--- config.mk ---
export PLATFORM = sky130hd
export DESIGN_NAME = free_extent_coalescer
export DESIGN_NICKNAME = d
export VERILOG_FILES = /design/src/rtl/fec_pkg.sv /design/src/rtl/free_extent_coalescer.sv /design/src/rtl/fec_datapath.sv /design/src/rtl/fec_control.sv
export SDC_FILE = /design/constraint.sdc
export NUM_CORES = 2
export LEC_CHECK = 0
export ABC_AREA = 1
export BUFFER_PORTS_ARGS = -buffer_cell sky130_fd_sc_hd__buf_4
export CELL_PAD_IN_SITES_DETAIL_PLACEMENT = 1
export CELL_PAD_IN_SITES_GLOBAL_PLACEMENT = 2
export CORE_MARGIN = 1
export CORE_UTILIZATION = 29
export CTS_BUF_LIST = sky130_fd_sc_hd__clkbuf_4
export DETAILED_ROUTE_END_ITERATION = 12
export GPL_TIMING_DRIVEN = 1
export PLACE_DENSITY_LB_ADDON = 0.12
export SYNTH_ARGS = -nofsm -noshare
export SYNTH_HDL_FRONTEND = slang
export SYNTH_SLANG_ARGS = --single-unit
--- constraint.sdc ---
create_clock -name clock -period 18.45 [get_ports clock]
set_input_delay 2.7675 -clock clock [delete_from_list [all_inputs] [get_ports clock]]
set_output_delay 2.7675 -clock clock [all_outputs]
set_load 0.05 [all_outputs]
--- src/rtl/fec_pkg.sv ---
// ----------------------------------------------------------------------------
// Free extent coalescer package
// Shared types and constants for the extent table controller and datapath.
// ----------------------------------------------------------------------------
`default_nettype none
package fec_pkg;
   localparam int TableDepth = 16;
   localparam int IdxW = $clog2(TableDepth);
   localparam int CntW = $clog2(TableDepth + 1);

   localparam logic [1:0] ACT_LOAD   = 2'd0;
   localparam logic [1:0] ACT_FREE   = 2'd1;
   localparam logic [1:0] ACT_DUMP   = 2'd2;
   localparam logic [1:0] ACT_UNUSED = 2'd3;

   localparam logic [2:0] ST_LOADED   = 3'd0;
   localparam logic [2:0] ST_MERGED   = 3'd1;
   localparam logic [2:0] ST_INSERTED = 3'd2;
   localparam logic [2:0] ST_FULL     = 3'd3;
   localparam logic [2:0] ST_LISTED   = 3'd4;
   localparam logic [2:0] ST_EMPTY    = 3'd5;

   // Datapath operations issued by the controller.
   typedef enum logic [3:0] {
      OP_NONE,
      OP_CAPTURE,  // register the request
      OP_READ,     // read entry idx into the read register
      OP_READ2,    // read entry idx and idx+1
      OP_WR_REQ,   // write request extent at idx
      OP_GROW_DN,  // write entry idx with start=req, size=sat(size+len)
      OP_GROW_UP,  // write entry idx with size=sat(size+len)
      OP_SHIFT,    // copy held entry into idx
      OP_MERGE2,   // write entry idx with sat(size + size2)
      OP_COPY_NX   // copy read pair's second entry into idx
   } op_type;

   typedef struct packed {
      op_type         op;
      logic [IdxW-1:0] idx;
   } cmd_type;

   typedef struct packed {
      logic [1:0] action;
      logic       abut_dn;   // req top equals entry start
      logic       abut_up;   // entry top equals req start
      logic       above;     // entry start greater than req start
      logic       touch2;    // first entry of pair touches second
   } sts_type;

   function automatic logic [31:0] sat_add(input logic [31:0] a, input logic [31:0] b);
      logic [32:0] s;
      s = {1'b0, a} + {1'b0, b};
      return s[32] ? 32'hFFFF_FFFF : s[31:0];
   endfunction
endpackage
`default_nettype wire

--- src/rtl/free_extent_coalescer.sv ---
// ----------------------------------------------------------------------------
// Free extent coalescer
// Address-ordered free extent table with load, free and coalescing dump.
// ----------------------------------------------------------------------------
// One transaction is handled at a time. A load writes the next free entry; a
// free walks the table entry by entry and, if no entry touches the extent, an
// insert finds its place and shifts the later entries up one at a time. A
// dump merges touching neighbours, moving the later entries down over each
// merged one, and then lists the extents. The extent table is accessed once
// per cycle.
`default_nettype none
module free_extent_coalescer (
   input  wire logic        clock,
   input  wire logic        reset,
   input  wire logic        req_valid,
   output logic             req_ready,
   input  wire logic [1:0]  req_action,
   input  wire logic [31:0] req_start_addr,
   input  wire logic [31:0] req_extent_len,
   output logic             rsp_valid,
   input  wire logic        rsp_ready,
   output logic [2:0]       rsp_status,
   output logic [31:0]      rsp_out_addr,
   output logic [31:0]      rsp_out_len,
   output logic             rsp_last
);
   fec_pkg::cmd_type cmd;
   fec_pkg::sts_type sts;
   logic [31:0] rd_start, rd_size;

   fec_control u_ctl (
      .clock, .reset, .req_valid, .req_ready, .req_action, .sts, .rd_start, .rd_size,
      .cmd, .rsp_valid, .rsp_ready, .rsp_status, .rsp_out_addr, .rsp_out_len, .rsp_last
   );
   fec_datapath u_dp (
      .clock, .cmd, .req_action, .req_start_addr, .req_extent_len, .sts,
      .rd_start, .rd_size
   );
endmodule
`default_nettype wire

--- src/rtl/fec_datapath.sv ---
// ----------------------------------------------------------------------------
// Free extent coalescer datapath
// Extent table memory, request register and comparators.
// ----------------------------------------------------------------------------
`default_nettype none
module fec_datapath (
   input  wire logic                    clock,
   input  wire fec_pkg::cmd_type         cmd,
   input  wire logic [1:0]              req_action,
   input  wire logic [31:0]             req_start_addr,
   input  wire logic [31:0]             req_extent_len,
   output fec_pkg::sts_type              sts,
   output logic [31:0]                  rd_start,
   output logic [31:0]                  rd_size
);
   logic [31:0] start_mem [fec_pkg::TableDepth];
   logic [31:0] size_mem  [fec_pkg::TableDepth];
   logic [1:0]  act_ff;
   logic [31:0] pos_ff, len_ff;
   logic [31:0] s0_ff, z0_ff, s1_ff, z1_ff;
   logic [fec_pkg::IdxW-1:0] nxt;
   logic [32:0] req_top, ent_top;

   assign nxt = cmd.idx + 1'b1;
   assign req_top = {1'b0, pos_ff} + {1'b0, len_ff};
   assign ent_top = {1'b0, s0_ff} + {1'b0, z0_ff};

   always_ff @(posedge clock) begin
      if (cmd.op == fec_pkg::OP_CAPTURE) begin
         act_ff <= req_action;
         pos_ff <= req_start_addr;
         len_ff <= req_extent_len;
      end
      if (cmd.op == fec_pkg::OP_READ || cmd.op == fec_pkg::OP_READ2) begin
         s0_ff <= start_mem[cmd.idx];
         z0_ff <= size_mem[cmd.idx];
      end
      if (cmd.op == fec_pkg::OP_READ2) begin
         s1_ff <= start_mem[nxt];
         z1_ff <= size_mem[nxt];
      end
      case (cmd.op)
         fec_pkg::OP_WR_REQ: begin
            start_mem[cmd.idx] <= pos_ff;
            size_mem[cmd.idx]  <= len_ff;
         end
         fec_pkg::OP_GROW_DN: begin
            start_mem[cmd.idx] <= pos_ff;
            size_mem[cmd.idx]  <= fec_pkg::sat_add(z0_ff, len_ff);
         end
         fec_pkg::OP_GROW_UP: size_mem[cmd.idx] <= fec_pkg::sat_add(z0_ff, len_ff);
         fec_pkg::OP_SHIFT: begin
            start_mem[cmd.idx] <= s0_ff;
            size_mem[cmd.idx]  <= z0_ff;
         end
         fec_pkg::OP_MERGE2: size_mem[cmd.idx] <= fec_pkg::sat_add(z0_ff, z1_ff);
         fec_pkg::OP_COPY_NX: begin
            start_mem[cmd.idx] <= s1_ff;
            size_mem[cmd.idx]  <= z1_ff;
         end
         default: ;
      endcase
   end

   always_comb begin
      sts.action  = act_ff;
      sts.abut_dn = {1'b0, s0_ff} == req_top;
      sts.abut_up = ent_top == {1'b0, pos_ff};
      sts.above   = s0_ff > pos_ff;
      sts.touch2  = ent_top == {1'b0, s1_ff};
   end
   assign rd_start = s0_ff;
   assign rd_size  = z0_ff;
endmodule
`default_nettype wire

--- src/rtl/fec_control.sv ---
// ----------------------------------------------------------------------------
// Free extent coalescer controller
// Sequences table walks, inserts, coalescing and listing.
// ----------------------------------------------------------------------------
`default_nettype none
module fec_control (
   input  wire logic             clock,
   input  wire logic             reset,
   input  wire logic             req_valid,
   output logic                  req_ready,
   input  wire logic [1:0]       req_action,
   input  wire fec_pkg::sts_type  sts,
   input  wire logic [31:0]      rd_start,
   input  wire logic [31:0]      rd_size,
   output fec_pkg::cmd_type       cmd,
   output logic                  rsp_valid,
   input  wire logic             rsp_ready,
   output logic [2:0]            rsp_status,
   output logic [31:0]           rsp_out_addr,
   output logic [31:0]           rsp_out_len,
   output logic                  rsp_last
);
   typedef enum logic [3:0] {
      S_IDLE, S_DISPATCH, S_FREE_RD, S_FREE_CHK, S_INS_RD, S_INS_CHK,
      S_SHIFT_RD, S_SHIFT_WR, S_CO_RD, S_CO_CHK, S_CO_MV_RD, S_CO_MV_WR,
      S_LIST_RD, S_LIST_OUT, S_RESP
   } state_type;

   localparam int IW = fec_pkg::IdxW;
   localparam int CW = fec_pkg::CntW;

   state_type        state_ff, state_in;
   logic [CW-1:0]    count_ff, count_in, i_ff, i_in, j_ff, j_in, at_ff, at_in;
   logic             full;
   logic [2:0]       rs_load_ff, rs_free_ff;

   assign full = count_ff == CW'(fec_pkg::TableDepth);
   assign req_ready = (state_ff == S_IDLE) && !rsp_valid;

   always_comb begin
      state_in = state_ff;
      count_in = count_ff;
      i_in = i_ff;
      j_in = j_ff;
      at_in = at_ff;
      cmd.op = fec_pkg::OP_NONE;
      cmd.idx = i_ff[IW-1:0];
      case (state_ff)
         S_IDLE: if (req_valid && req_ready && req_action != fec_pkg::ACT_UNUSED) begin
            cmd.op = fec_pkg::OP_CAPTURE;
            state_in = S_DISPATCH;
         end
         S_DISPATCH: begin
            i_in = '0;
            case (sts.action)
               fec_pkg::ACT_LOAD: begin
                  if (!full) begin
                     cmd.op = fec_pkg::OP_WR_REQ;
                     cmd.idx = count_ff[IW-1:0];
                     count_in = count_ff + 1'b1;
                  end
                  state_in = S_RESP;
               end
               fec_pkg::ACT_FREE: state_in = S_FREE_RD;
               default: state_in = (count_ff == '0) ? S_RESP : S_CO_RD;
            endcase
         end
         S_FREE_RD: begin
            if (i_ff != count_ff) begin
               cmd.op = fec_pkg::OP_READ;
               state_in = S_FREE_CHK;
            end else if (full) begin
               state_in = S_RESP;
            end else begin
               i_in = '0;
               state_in = S_INS_RD;
            end
         end
         S_FREE_CHK: begin
            if (sts.abut_dn) begin
               cmd.op = fec_pkg::OP_GROW_DN;
               state_in = S_RESP;
            end else if (sts.abut_up) begin
               cmd.op = fec_pkg::OP_GROW_UP;
               state_in = S_RESP;
            end else begin
               i_in = i_ff + 1'b1;
               state_in = S_FREE_RD;
            end
         end
         S_INS_RD: begin
            if (i_ff == count_ff) begin
               at_in = count_ff;
               j_in = count_ff;
               state_in = S_SHIFT_RD;
            end else begin
               cmd.op = fec_pkg::OP_READ;
               state_in = S_INS_CHK;
            end
         end
         S_INS_CHK: begin
            if (sts.above) begin
               at_in = i_ff;
               j_in = count_ff;
               state_in = S_SHIFT_RD;
            end else begin
               i_in = i_ff + 1'b1;
               state_in = S_INS_RD;
            end
         end
         S_SHIFT_RD: begin
            if (j_ff == at_ff) begin
               cmd.op = fec_pkg::OP_WR_REQ;
               cmd.idx = at_ff[IW-1:0];
               count_in = count_ff + 1'b1;
               state_in = S_RESP;
            end else begin
               cmd.op = fec_pkg::OP_READ;
               cmd.idx = IW'(j_ff - 1'b1);
               state_in = S_SHIFT_WR;
            end
         end
         S_SHIFT_WR: begin
            cmd.op = fec_pkg::OP_SHIFT;
            cmd.idx = j_ff[IW-1:0];
            j_in = j_ff - 1'b1;
            state_in = S_SHIFT_RD;
         end
         S_CO_RD: begin
            if (i_ff + 1'b1 >= count_ff) begin
               i_in = '0;
               state_in = S_LIST_RD;
            end else begin
               cmd.op = fec_pkg::OP_READ2;
               state_in = S_CO_CHK;
            end
         end
         S_CO_CHK: begin
            if (sts.touch2) begin
               cmd.op = fec_pkg::OP_MERGE2;
               j_in = i_ff + 1'b1;
               state_in = S_CO_MV_RD;
            end else begin
               i_in = i_ff + 1'b1;
               state_in = S_CO_RD;
            end
         end
         S_CO_MV_RD: begin
            if (j_ff + 1'b1 >= count_ff) begin
               count_in = count_ff - 1'b1;
               state_in = S_CO_RD;
            end else begin
               cmd.op = fec_pkg::OP_READ2;
               cmd.idx = j_ff[IW-1:0];
               state_in = S_CO_MV_WR;
            end
         end
         S_CO_MV_WR: begin
            cmd.op = fec_pkg::OP_COPY_NX;
            cmd.idx = j_ff[IW-1:0];
            j_in = j_ff + 1'b1;
            state_in = S_CO_MV_RD;
         end
         S_LIST_RD: begin
            cmd.op = fec_pkg::OP_READ;
            state_in = S_LIST_OUT;
         end
         S_LIST_OUT: if (!rsp_valid) begin
            i_in = i_ff + 1'b1;
            if (i_ff + 1'b1 == count_ff) begin
               count_in = '0;
               state_in = S_IDLE;
            end else begin
               state_in = S_LIST_RD;
            end
         end
         S_RESP: begin
            if (!rsp_valid) state_in = S_IDLE;
         end
         default: state_in = S_IDLE;
      endcase
   end

   always_ff @(posedge clock) begin
      if (reset) begin
         state_ff <= S_IDLE;
         count_ff <= '0;
         i_ff <= '0;
         j_ff <= '0;
         at_ff <= '0;
         rsp_valid <= 1'b0;
         rsp_status <= '0;
         rsp_out_addr <= '0;
         rsp_out_len <= '0;
         rsp_last <= 1'b0;
      end else begin
         state_ff <= state_in;
         count_ff <= count_in;
         i_ff <= i_in;
         j_ff <= j_in;
         at_ff <= at_in;
         if (rsp_valid && rsp_ready) rsp_valid <= 1'b0;
         if (state_ff == S_RESP && !rsp_valid) begin
            rsp_valid <= 1'b1;
            rsp_out_addr <= '0;
            rsp_out_len <= '0;
            rsp_last <= 1'b1;
            case (sts.action)
               fec_pkg::ACT_LOAD: rsp_status <= rs_load_ff;
               fec_pkg::ACT_FREE: rsp_status <= rs_free_ff;
               default: rsp_status <= fec_pkg::ST_EMPTY;
            endcase
         end
         if (state_ff == S_LIST_OUT && !rsp_valid) begin
            rsp_valid <= 1'b1;
            rsp_status <= fec_pkg::ST_LISTED;
            rsp_out_addr <= rd_start;
            rsp_out_len <= rd_size;
            rsp_last <= (i_ff + 1'b1 == count_ff);
         end
      end
   end

   // Status codes for load and free, settled before the response state.
   always_ff @(posedge clock) begin
      if (reset) begin
         rs_load_ff <= fec_pkg::ST_LOADED;
         rs_free_ff <= fec_pkg::ST_INSERTED;
      end else begin
         if (state_ff == S_DISPATCH)
            rs_load_ff <= full ? fec_pkg::ST_FULL : fec_pkg::ST_LOADED;
         if (state_ff == S_DISPATCH) rs_free_ff <= fec_pkg::ST_INSERTED;
         if (state_ff == S_FREE_CHK && (sts.abut_dn || sts.abut_up))
            rs_free_ff <= fec_pkg::ST_MERGED;
         if (state_ff == S_FREE_RD && i_ff == count_ff && full)
            rs_free_ff <= fec_pkg::ST_FULL;
      end
   end
endmodule
`default_nettype wire

==> metrics.md <==
| Metric | Value |
|---|---|
| Syn Area/Cell | 8.46 µm² |
| Relative slew slack | 6.04% |
| GRT overflow | 0 |
| Post-route ant nets | 0 |
| Register area share after synthesis | 51.3% |
| Vias in the first global route | 66,837 |
| Largest net degree at the start of global routing | 167 |
| Worst EP arrival | 8.09 ns |
| Routed vias/inst | 5.26 |
| Top_reg_cell synth | edfxtp_1 |
| Worst Setup Start Kind | flop |
| Fillers | 30,281 |
| CP required | 19.46 ns |
| CTS Hold Buffers Added | 0 |
| Mapped Area | 0.0750 mm² |
| Most common cell after layout, fill and taps aside | nand2_1 |
| CTS buffer count | 389 |
| Clk_skew | 0.175 ns |
| Number of remaining DRC errors | 0 |
| Cell Pwr Density | 174 mW/mm² |
| Max incr delay on CP | 0.88 ns |
| Endpoints failing hold | 0 |
| Leak | 33.2 nW |
| Tot Pwr | 14.7 mW |
| Comb pwr share | 52.5% |
| I/O Buffers | 139 |
| Synth Register Bits | 1,314 |
| Clk sinks | 1,314 |
| CP endpoint kind | flop |
| Seq pwr share | 28.5% |
| PostCTS Resize Cnt | 0 |
| Ports | 140 |
| Starting DRT DRC Count | 4,853 |
| Kind of critical path | flop to flop |
| Int Pwr | 7.23 mW |
| Clk pwr share | 19.0% |
| Final Cycle Share | 38.4% |
| Total global-route track usage | 25.3% |
| Root Buffer | clkbuf_4 |
| Post-DP Area | 0.0798 mm² |
| Rows | 186 |
| Area growth, synth to finish | 12.6% |
| Final Setup Violations | 0 |
| Status | completed |
| CP max stage cell | ha_4 |
| Pins over their slew limit | 0 |
| FMAX | 141 MHz |
| Final #Nets | 9,315 |
| Cell variety after synth | 69 |
| Dpl hpwl | 221,000 µm |
| CP Max Fanout | 77 |
| Cells along the critical path | inv_2 -> nor2_1 -> inv_2 -> nor2_4 -> buf_4 -> inv_4 -> nand2_2 -> nor3_2 -> a21oi_1 -> o2111ai_1 -> o2bb2ai_4 -> inv_8 -> ha_4 -> buf_4 -> buf_4 -> buf_4 -> a21oi_1 -> o21ai_0 -> nand3_1 -> nand3_1 -> nand2_1 |
| Initial Util | 29.2% |
| Number of synthesized flops with an enable pin | 1,218 |
| Max Cap Viol | 0 |
| Placer Congestion | 0.909 |
| First-pass GRT wire length | 482,000 µm |
| Die Wd | 511 µm |
| Core area | 0.257 mm² |
| Mapped Nets | 9,120 |
| Worst-skew pair later-pin latency | 1.36 ns |
| Height of the die | 511 µm |
| Layout cells sized above 1 | 10.9% |
| Commonest non-fill, non-tap cells in the layout | nand2_1, edfxtp_1, inv_1 |
| Worst Hold Class | flop to flop |
| Minimum clock period | 7.08 ns |
| Post-CTS Setup Bufs | 0 |
| Routed WL | 338,000 µm |
| First-pass detailed-route iteration total | 5 |
| Setup TNS Final | 0 ns |
| CTS tree | done |
| Via Count | 66,856 |
| Sw Share | 50.7% |
| Die ar. | 0.261 mm² |
| Ys Warns | 0 |
| Cell mode on critical path | buf_4 |
| Deepest clock path buffer count | 4 |
| Final core utilization | 32.9% |
| Clock transition at path regs | 0.07 ns |
| FFs w/ async S/R, synth | 0% |
| RSZ-0062 raised after global routing | false |
| H-tree depth | 5 |
| Antenna violations before repair | 26 |
| Post-route cell area | 0.0845 mm² |
| Routed wire per std cell | 26.5 µm |
| Peak VDD IR | 0.153 mV |
| Post-synthesis cell count | 8,865 |
| Sw Pwr | 7.44 mW |
| Worst Tran Pin Value | 1.40 ns |
==> area by class of cell <==
type                            count  area, µm²  share of cell area [%]
Clock inverter                    101        517                   0.612
Tap cell                         3384       4230                    5.01
Inverter                         1047       3970                    4.70
Multi-Input combinational cell   6013      30800                    36.5
Clock buffer                      551       4140                    4.90
Antenna cell                       16       40.0                  0.0474
Timing Repair Buffer              295       2280                    2.70
Sequential cell                  1314      38500                    45.6
==> per-layer routing <==
metal / wire [µm] / global-route usage (%)
met2: 151000 / 40.1
met5: 104 / 0
met1: 161000 / 36.0
met3: 16800 / 3.37
met4: 8870 / 6.91
==> synth_stat cells (106+ instances only) <==
cell type / n / area [µm²]
a21oi_1: 371 / 1860
edfxtp_1: 1218 / 36600
inv_1: 1026 / 3850
nor2_1: 335 / 1260
nand4_1: 106 / 663
o21ai_0: 583 / 2920
ha_1: 180 / 2250
clkbuf_1: 212 / 796
buf_2: 249 / 1250
o211ai_1: 655 / 4920
nand3_1: 707 / 3540
nand2_1: 2666 / 10000
==> kinds of logic after synthesis <==
family	Yosys count	synth area share [%]
AO/OA/AOI/OAI	1800	14.6
XOR/XNOR	97	1.14
adder cells (fa/ha/maj)	185	3.13
buffers and inverters	1538	8.18
flip-flops	1314	51.3
AND/OR/NAND/NOR	3931	21.7
==> critical path, delay by kind of cell (launching register included) <==
| family | cells | cell delay (ns) |
|---|---|---|
| AO/OA/AOI/OAI | 5 | 1.02 |
| adder cells (fa/ha/maj) | 1 | 0.88 |
| buffers and inverters | 8 | 3.51 |
| flip-flops | 1 | 0.38 |
| AND/OR/NAND/NOR | 7 | 0.82 |
==> path summary, 6_finish.rpt <==
check	from	endpoint	slack (ns)	depth (start not counted)
worst max-delay path	u_ctl.state_ff[2]$_SDFFE_PP0P_	u_dp.z1_ff[29]$_DFFE_PP_	11.37	21
worst min-delay path	u_ctl.rsp_out_addr[16]$_SDFFE_PP0P_	u_ctl.rsp_out_addr[16]$_SDFFE_PP0P_	0.46	2
worst min register to register	u_ctl.rsp_out_addr[16]$_SDFFE_PP0P_	u_ctl.rsp_out_addr[16]$_SDFFE_PP0P_	0.46	2
worst max register to register	u_ctl.state_ff[2]$_SDFFE_PP0P_	u_dp.z1_ff[29]$_DFFE_PP_	11.37	21
==> per-stage QoR <==
stage	setup WS, ns	std cells	hold WS (ns)
after floorplan	11.68	8865	0.474
after global placement	11.43	12052	0.452
after detailed placement	11.37	12052	0.454
after CTS	11.36	12704	0.465
after global routing	10.93	12710	0.477
final	11.37	12721	0.460
==> power groups by stage <==
stage	registers [mW]	clock network (mW)	logic (mW)
6_report	4.19	2.78	7.71
5_1_grt	4.19	3.02	8.45
4_1_cts	4.19	2.89	7.71
3_5_place_dp	4.25	0	7.68
3_3_place_gp	4.25	0	7.65
2_1_floorplan	3.93	0	4.81
==> registers in the layout (all words and copies together), names as in the netlist <==
| signal | count |
|---|---|
| u_dp.pos_ff | 32 |
| u_ctl.rsp_valid | 1 |
| u_dp.s1_ff | 32 |
| u_ctl.rsp_status | 3 |
| u_dp.rd_size | 32 |
| u_ctl.rs_free_ff | 2 |
| u_ctl.count_ff | 5 |
| u_ctl.rsp_last | 1 |
| u_dp.act_ff | 2 |
| u_ctl.at_ff | 5 |
| u_dp.z1_ff | 32 |
| u_dp.size_mem | 512 |
| u_dp.len_ff | 32 |
| u_ctl.state_ff | 4 |
| u_ctl.i_ff | 5 |
| u_dp.start_mem | 512 |
| u_ctl.j_ff | 5 |
| u_ctl.rs_load_ff | 1 |
| u_ctl.rsp_out_addr | 32 |
| u_dp.rd_start | 32 |
| u_ctl.rsp_out_len | 32 |
Power figures use the tool's default switching activity.
